===== src/hdl/lmt_pkg.sv =====
// ---------------------------------------------------------------------------
// lmt_pkg
// Shared types and constants of the longest-match tokenizer.
// ---------------------------------------------------------------------------
`default_nettype none

package lmt_pkg;

   localparam int DEF_RULES  = 8;
   localparam int DEF_STATES = 32;
   localparam int DEF_EDGES  = 4;
   localparam int DEF_WINDOW = 64;

   localparam logic [7:0]  NEWLINE_CHAR = 8'h0A;
   localparam logic [15:0] POS_MAX      = 16'hFFFF;

   typedef enum logic [1:0] {
      OP_LOAD_EDGE  = 2'd0,
      OP_SET_ACCEPT = 2'd1,
      OP_FEED_BYTE  = 2'd2,
      OP_END_INPUT  = 2'd3
   } op_type;

   typedef enum logic [2:0] {
      KIND_LITERAL = 3'd0,
      KIND_LETTER  = 3'd1,
      KIND_DIGIT   = 3'd2,
      KIND_SPACE   = 3'd3,
      KIND_ANY     = 3'd4
   } edge_kind_type;

   // register index, paddr[2]
   localparam logic [0:0] REG_RULES_IN_USE = 1'b0;

   typedef struct packed {
      logic [2:0] kind;
      logic [7:0] char_code;
      logic [4:0] target;
   } edge_entry_type;

   typedef struct packed {
      logic       hit;
      logic [4:0] target;
   } edge_result_type;

   typedef enum logic [3:0] {
      ST_IDLE,
      ST_STEP_RULE,
      ST_STEP_RD,
      ST_STEP_CHK,
      ST_STEP_ACC,
      ST_SETTLE,
      ST_BEST,
      ST_POS_RD,
      ST_POS_UPD,
      ST_ADVANCE,
      ST_REPLAY_RD,
      ST_REPLAY_BYTE
   } state_type;

endpackage

`default_nettype wire


===== src/hdl/lmt_window_mem.sv =====
// ---------------------------------------------------------------------------
// lmt_window_mem
// Circular byte window holding the pending text, registered read.
// ---------------------------------------------------------------------------
`default_nettype none

module lmt_window_mem import lmt_pkg::*; #(
   parameter int WINDOW = DEF_WINDOW,
   parameter int PW     = $clog2(WINDOW)
) (
   input  wire logic          clock,
   input  wire logic          wr_en,
   input  wire logic [PW-1:0] wr_addr,
   input  wire logic [7:0]    wr_data,
   input  wire logic [PW-1:0] rd_addr,
   output logic [7:0]         rd_data
);

   logic [7:0] mem [WINDOW];

   always_ff @(posedge clock) begin
      if (wr_en) begin
         mem[wr_addr] <= wr_data;
      end
      rd_data <= mem[rd_addr];
   end

endmodule

`default_nettype wire

===== config.mk =====
export PLATFORM = sky130hd
export DESIGN_NAME = lmt_window_mem
export DESIGN_NICKNAME = d
export VERILOG_FILES = /design/src/hdl/lmt_pkg.sv /design/src/hdl/lmt_window_mem.sv
export SDC_FILE = /design/constraint.sdc
export NUM_CORES = 1
export LEC_CHECK = 0
export ABC_AREA = 1
export ABC_CLOCK_PERIOD_IN_PS = 2800
export BUFFER_PORTS_ARGS = -buffer_cell sky130_fd_sc_hd__clkbuf_2
export CAP_MARGIN = 20
export CELL_PAD_IN_SITES_DETAIL_PLACEMENT = 0
export CELL_PAD_IN_SITES_GLOBAL_PLACEMENT = 2
export CORE_MARGIN = 3
export CORE_UTILIZATION = 35
export CTS_CLUSTER_SIZE = 24
export DETAILED_ROUTE_END_ITERATION = 8
export GPL_ROUTABILITY_DRIVEN = 0
export HOLD_SLACK_MARGIN = 0.1
export PLACE_DENSITY_LB_ADDON = 0.1
export SLEW_MARGIN = 15
export SYNTH_ARGS = -nofsm -noshare
export SYNTH_HDL_FRONTEND = slang
export SYNTH_SLANG_ARGS = --single-unit

===== constraint.sdc =====
create_clock -name clock -period 2.8 [get_ports clock]
set_clock_uncertainty 0.1 [all_clocks]
set_input_delay 0 -clock clock [delete_from_list [all_inputs] [get_ports clock]]
set_output_delay 0 -clock clock [all_outputs]
set_load 0.01 [all_outputs]

==> results of run 1 <==
-- stage by stage --
stage,cells,setup WS (ns),power (mW),hold WS (ns),utilization
2_1_floorplan,1805,0.9339,9.408,-0.001131,-
3_3_place_gp,2605,0.8029,9.961,0.3233,0.3809
3_5_place_dp,2605,0.8264,9.951,0.3017,0.3809
4_1_cts,2729,0.05992,17.28,0.1236,0.4144
5_1_grt,2729,0.09596,17.69,0.1658,0.4144
6_report,2730,0.2503,17.05,0.1558,0.4145
-- flip-flops by register name, summed over array words and instances, names as in the netlist --
name / flops
rd_data: 8
mem: 512
-- cell families after synthesis --
| logic type | count (synthesis) | share of synthesized area |
|---|---|---|
| AND/OR/NAND/NOR | 1160 | 0.2318 |
| buffers and inverters | 125 | 0.04022 |
| flip-flops | 520 | 0.7280 |
-- per-layer routing --
| layer | up-vias | part of all wire | GRT usage |
|---|---|---|---|
| met3 | 81 | 0.035 | 0.02917 |
| met1 | 6764 | 0.45 | 0.2725 |
| li1 | 6569 | - | - |
| met5 | - | 0 | 0 |
| met4 | 0 | 0.025 | 0.05157 |
| met2 | 233 | 0.49 | 0.3374 |
-- repair_timing --
item	in CTS	in global routing
hold buffers	21	0
resized for setup	0	2
endpoints found under the setup margin	0	2
hold endpoints to repair	349	0
-- power groups by stage --
stage | registers [mW] | logic (mW) | clock network [mW]
floorplan | 8.80 | 0.605 | 0
global placement | 8.81 | 1.15 | 0
detailed placement | 8.81 | 1.14 | 0
CTS | 8.65 | 1.17 | 7.46
global route | 8.65 | 1.26 | 7.78
finish | 8.65 | 1.14 | 7.27
-- placed cells by master, fill, tap and decap left out, drive strengths merged, types with 6 or more instances in the layout --
| cell | n |
|---|---|
| nand2 | 648 |
| edfxtp | 512 |
| nand3 | 439 |
| buf | 112 |
| clkbuf | 95 |
| nor2 | 56 |
| clkinv | 27 |
| dlygate4sd3 | 21 |
| inv | 14 |
| nand4 | 9 |
| dfxtp | 8 |
| nor4 | 8 |
| bufinv | 6 |
-- area by class of cell --
class | instances | area [um2]
fillers | 5692 | 34950
flip-flops and latches | 520 | 15530
multi-input cells | 1160 | 4952
clock buffers | 67 | 1464
repair buffers | 161 | 1438
well taps | 773 | 967.2
clock inverters | 36 | 321.6
inverters | 12 | 57.56
diodes | 1 | 2.502
-- how the worst max path moves through the flow --
| stage | startpoint | end | slack, ns |
|---|---|---|---|
| 2_1_floorplan | wr_en | mem[48][0]$_DFFE_PP_ | 0.93 |
| 3_3_place_gp | rd_addr[0] | rd_data[4]$_DFF_P_ | 0.80 |
| 3_5_place_dp | rd_addr[0] | rd_data[4]$_DFF_P_ | 0.83 |
| 4_1_cts | rd_addr[2] | rd_data[4]$_DFF_P_ | 0.06 |
| 5_1_grt | mem[63][7]$_DFFE_PP_ | rd_data[7]$_DFF_P_ | 0.1 |
| 6_report | mem[63][7]$_DFFE_PP_ | rd_data[7]$_DFF_P_ | 0.25 |
==> impl_metrics.py, run 1 <==
metrics = {
    "critical_path": {
        "rrSetupSlack_ns": 0.25,
        "ff2ff_path_depth": 10,
        "path_delay_family": "buffers and inverters",
        "arrival_ns": 2.94,
        "required_ns": 3.19,
        "crit_path_cell_trace": "nand2_1 -> nand3_1 -> nand3_1 -> nand2_1 -> nand2_1 -> nand3_1 -> nand3_1 -> dlygate4sd3_1 -> nand2_1 -> dlygate4sd3_1",
        "cp.buffers_inverters": 2,
        "r2r-start": "mem[63][7]$_DFFE_PP_",
        "critPathKind": "flip-flop to flip-flop",
        "cpPeakStageDelay_ns": 0.56,
        "cpMaxStageDelayCell": "dlygate4sd3_1",
        "rr_endpoint": "rd_data[7]$_DFF_P_",
        "path_max_fanout": 1,
        "path_depth": 10,
        "cp-end-kind": "flip-flop",
        "startpoint_type": "flip-flop",
    },
    "global_route": {
        "grtUsageTotal": 0.2000,
        "grt_pass1_wl_mm": 93.00,
        "grt_pass1_vias": 13750,
        "grt_max_degree": 116,
        "overflow": 0,
        "antenna_found_initial": 0,
    },
    "final_layout": {
        "fin_nets": 1933,
        "area_growth_pct": 15.93,
        "final_area_um2": 24740,
        "drive_above_1_share": 0.1135,
    },
    "synthesis": {
        "synth_top_cell_area_share": 0.7205,
        "async_flop_share": 0,
        "syn_nets": 1827,
        "synth_area_leaders": "edfxtp_1, nand2_1, nand3_1",
        "synth.most_common_cell": "nand2_1",
        "ys_dominant_reg_cell": "edfxtp_1",
        "synth_commonest_cells": "nand2_1, edfxtp_1, nand3_1, nor2_1, buf_2",
        "ys_ff_latch": 520,
        "yosys.area.top_type": "edfxtp_1",
        "syn_inst": 1805,
        "synth_cell_types": 16,
        "ys_warn_count": 0,
        "synth_area_um2": 21340,
        "synth_edf_count": 512,
        "ys_seq_area_frac": 0.7280,
        "avgSynthCellArea_um2": 11.82,
    },
    "clock_tree": {
        "cts_setup_buffers": 0,
        "cts_sinks": 520,
        "clockRootBuffer": "clkbuf_16",
        "clkLatencyLatePin_ns": 0.61,
        "htreeDepth": 2,
        "cts_buffer_depth": 3,
        "cts_tree": "yes",
        "cts_buffers": 56,
        "path_clk_slew_ns": 0.06,
    },
    "floorplanning": {
        "io_pins": 30,
        "core-area_um2": 59690,
        "start_util": 0.3575,
        "die_h_um": 252.9,
        "rows": 89,
        "die_x_um": 252.9,
        "dieArea_um2": 63970,
    },
    "hold_path": {
        "hold_end": "mem[25][2]$_DFFE_PP_",
        "hp-class": "primary input to flip-flop",
        "worstHoldStart": "wr_data[2]",
        "holdPathStages": 1,
    },
    "placement": {
        "placed_area_um2": 22740,
        "port_buffers": 29,
        "post-dp-hpwl_mm": 37.91,
    },
    "drt": {
        "drc_errors": 0,
        "drt-pass1-iter-count": 4,
        "wire_per_inst_um": 23.28,
        "viasPerCell": 4.999,
        "via_count": 13650,
        "drt-initial-drc-count": 933,
        "routed_wl_mm": 63.57,
        "antenna_left": 0,
    },
    "run": {
        "max_cap_violations": 0,
    },
    "sta": {
        "tns_ns": 0,
        "drv_slew": 0,
        "hold_viol_final": 0,
        "fin_crit_sh": 0.9106,
        "setup_viol": 0,
        "rsz0062_at_grt": "false",
        "fin_crit_ns": 2.550,
        "fmax_mhz": 392.2,
        "tightest_slew_ns": 1.004,
        "slew_headroom": 0.3309,
    },
    "power": {
        "power_frac_comb": 0.067,
        "power_density_nw_per_um2": 689.4,
        "ir_worst_vdd_v": 0.0004724,
        "switchingPower_mw": 3.875,
        "p_seq_frac": 0.507,
        "p_clk_frac": 0.426,
        "power.leakage_nw": 8.996,
        "swShare": 0.2272,
        "p_int_mw": 13.18,
    },
    "status": {
        "outcome": "complete, no violations",
    },
}
Note: power is estimated with default switching activity, not from simulation.
==> run 2, diff against run 1 <==
==> constraint.sdc (replaced) <==
create_clock -name clock -period 2.8 [get_ports clock]
set_clock_uncertainty 0.1 [all_clocks]
set_input_delay 0.14 -clock clock [delete_from_list [all_inputs] [get_ports clock]]
set_output_delay 0.14 -clock clock [all_outputs]
set_load 0.01 [all_outputs]
==> run 2 against run 1 <==
- wire length up 1.4%
- core utilization down 0.31 points
- flip-flop and latch count unchanged
- sequential power about the same
- final cell count down 0.33%
- count of clock-buffer cells in the layout up 14
- cell area down 0.75%
- fmax up 25%
- global-route usage up 0.33 points
- via count up 0.48%
- die area unchanged
- first-iteration DRC count up 26%
- critical path type is now primary input to flip-flop
- largest cell class unchanged
- largest power group unchanged
==> impl_metrics.py, run 2 (same netlist as run 1, synthesis figures left out) <==
metrics = {
    "status": {
        "outcome": "complete, no violations",
    },
    "clock_tree": {
        "htreeDepth": 2,
        "hold_buffers": 12,
        "cts_buffer_depth": 3,
        "clockRootBuffer": "clkbuf_16",
        "clkLatencyLatePin_ns": 0.59,
        "cts_tree": "yes",
        "cts_buffers": 56,
        "path_clk_slew_ns": 0.06,
        "cts_resized": 0,
        "cts_sinks": 520,
        "cts_setup_buffers": 0,
    },
    "global_route": {
        "grt_max_degree": 95,
        "overflow": 0,
        "grtUsageTotal": 0.2033,
        "grt_pass1_vias": 13710,
        "grt_pass1_wl_mm": 95.41,
        "antenna_found_initial": 2,
    },
    "drt": {
        "viasPerCell": 5.040,
        "drt-initial-drc-count": 1173,
        "antenna_left": 0,
        "drc_errors": 0,
        "via_count": 13710,
        "drt-pass1-iter-count": 5,
        "routed_wl_mm": 64.45,
        "wire_per_inst_um": 23.69,
    },
    "floorplanning": {
        "dieArea_um2": 63970,
        "start_util": 0.3575,
        "io_pins": 30,
        "die_h_um": 252.9,
        "die_x_um": 252.9,
        "core-area_um2": 59690,
        "rows": 89,
    },
    "power": {
        "power.leakage_nw": 8.902,
        "swShare": 0.2330,
        "power_density_nw_per_um2": 678.3,
        "ir_worst_vdd_v": 0.0004175,
        "switchingPower_mw": 3.880,
        "p_int_mw": 12.77,
        "p_clk_frac": 0.412,
        "power_frac_comb": 0.068,
        "p_seq_frac": 0.519,
    },
    "placement": {
        "place_ws_ns": 0.5682,
        "post-dp-hpwl_mm": 38.42,
        "port_buffers": 29,
        "placed_cells": 2606,
    },
    "sta": {
        "tns_ns": 0,
        "rsz0062_at_grt": "false",
        "fmax_mhz": 491.2,
        "fin_crit_sh": 0.7270,
        "setup_slack_ns": 0.7644,
        "fin_crit_ns": 2.036,
        "slew_headroom": 0.3702,
        "hold_viol_final": 0,
        "drv_slew": 0,
        "tightest_slew_ns": 0.9437,
        "setup_viol": 0,
    },
    "final_layout": {
        "nFillCells": 5726,
        "layout.cells.non_filler": 2721,
        "drive_above_1_share": 0.1119,
        "regMostFlops": "mem",
        "antennaDiodeCount": 0,
        "area_growth_pct": 15.05,
        "top_regs": "mem (512), rd_data (8)",
        "largest_reg_flops": 512,
        "fin_nets": 1925,
        "layout_common_cells": "nand2_1, edfxtp_1, nand3_1, buf_4, clkbuf_16",
        "final_common_cell": "nand2_1",
    },
    "critical_path": {
        "critPathKind": "primary input to flip-flop",
        "startpoint_type": "primary input",
        "path_max_fanout": 9,
        "cp-end-kind": "flip-flop",
        "arrival_ns": 2.15,
        "required_ns": 2.92,
    },
    "run": {
        "max_cap_violations": 0,
    },
    "hold_path": {
        "hp-class": "primary input to flip-flop",
    },
}
run 2: cell types whose count changed in the layout (fill, tap and decap cells not counted), moves of 2 or more:
cell	before	now
clkbuf_1	10	19
bufinv_16	6	0
clkbuf_8	1	6
clkinv_1	15	11
dlygate4sd3_1	21	12
clkinv_2	12	7
clkinvlp_4	1	3
run 2: through the flow:
| stage | utilization | instance area [um2] | hold WS, ns | total power [mW] |
|---|---|---|---|---|
| 6_report | 0.4113 | 24550 | 0.1346 | 16.65 |
| 3_3_place_gp | 0.3813 | 22760 | 0.4759 | 9.970 |
| 3_5_place_dp | 0.3813 | 22760 | 0.4735 | 9.966 |
| 4_1_cts | 0.4113 | 24550 | 0.1281 | 16.85 |
| 2_1_floorplan | - | 21340 | 0.1389 | 9.408 |
| 5_1_grt | 0.4113 | 24550 | 0.1568 | 17.23 |
run 2: metal layers:
metal / track usage / part of all wire / vias to the layer above
li1: - / - / 6547
met1: 0.3028 / 0.49 / 6851
met2: 0.3211 / 0.46 / 238
met3: 0.02414 / 0.036 / 77
met4: 0.04399 / 0.018 / 0
met5: 0 / 0 / -
run 2: layout make-up:
| class | count | area (um2) | share of cell area |
|---|---|---|---|
| Tap cell | 773 | 967.2 | 0.03939 |
| Sequential cell | 520 | 15530 | 0.6328 |
| Clock buffer | 81 | 1567 | 0.06381 |
| Multi-Input combinational cell | 1160 | 4952 | 0.2017 |
| Timing Repair Buffer | 153 | 1368 | 0.05570 |
| Inverter | 12 | 55.05 | 0.002242 |
| Clock inverter | 22 | 107.6 | 0.004383 |
run 2: power groups by stage:
stage / registers [mW] / clock network [mW] / logic (mW)
finish: 8.65 / 6.87 / 1.13
floorplan: 8.80 / 0 / 0.605
global route: 8.65 / 7.32 / 1.26
CTS: 8.65 / 7.03 / 1.16
global placement: 8.82 / 0 / 1.15
detailed placement: 8.82 / 0 / 1.15
run 2: path summary, 6_finish.rpt:
path                                           start                   end  slack, ns  depth (start not counted)
worst min-delay path                      wr_data[3]  mem[31][3]$_DFFE_PP_       0.13                          1
worst max-delay path                      wr_addr[2]  mem[59][6]$_DFFE_PP_       0.76                          6
worst min register to register  mem[12][3]$_DFFE_PP_    rd_data[3]$_DFF_P_       0.73                          8
worst max register to register  mem[43][2]$_DFFE_PP_    rd_data[2]$_DFF_P_       0.88                          9
run 2: worst max-delay path, stage by stage:
cell	delay, ns
dlygate4sd3_1	0.59
clkbuf_2	0.21
inv_1	0.22
nand4_1	0.12
buf_4	0.24
nor2_1	0.61
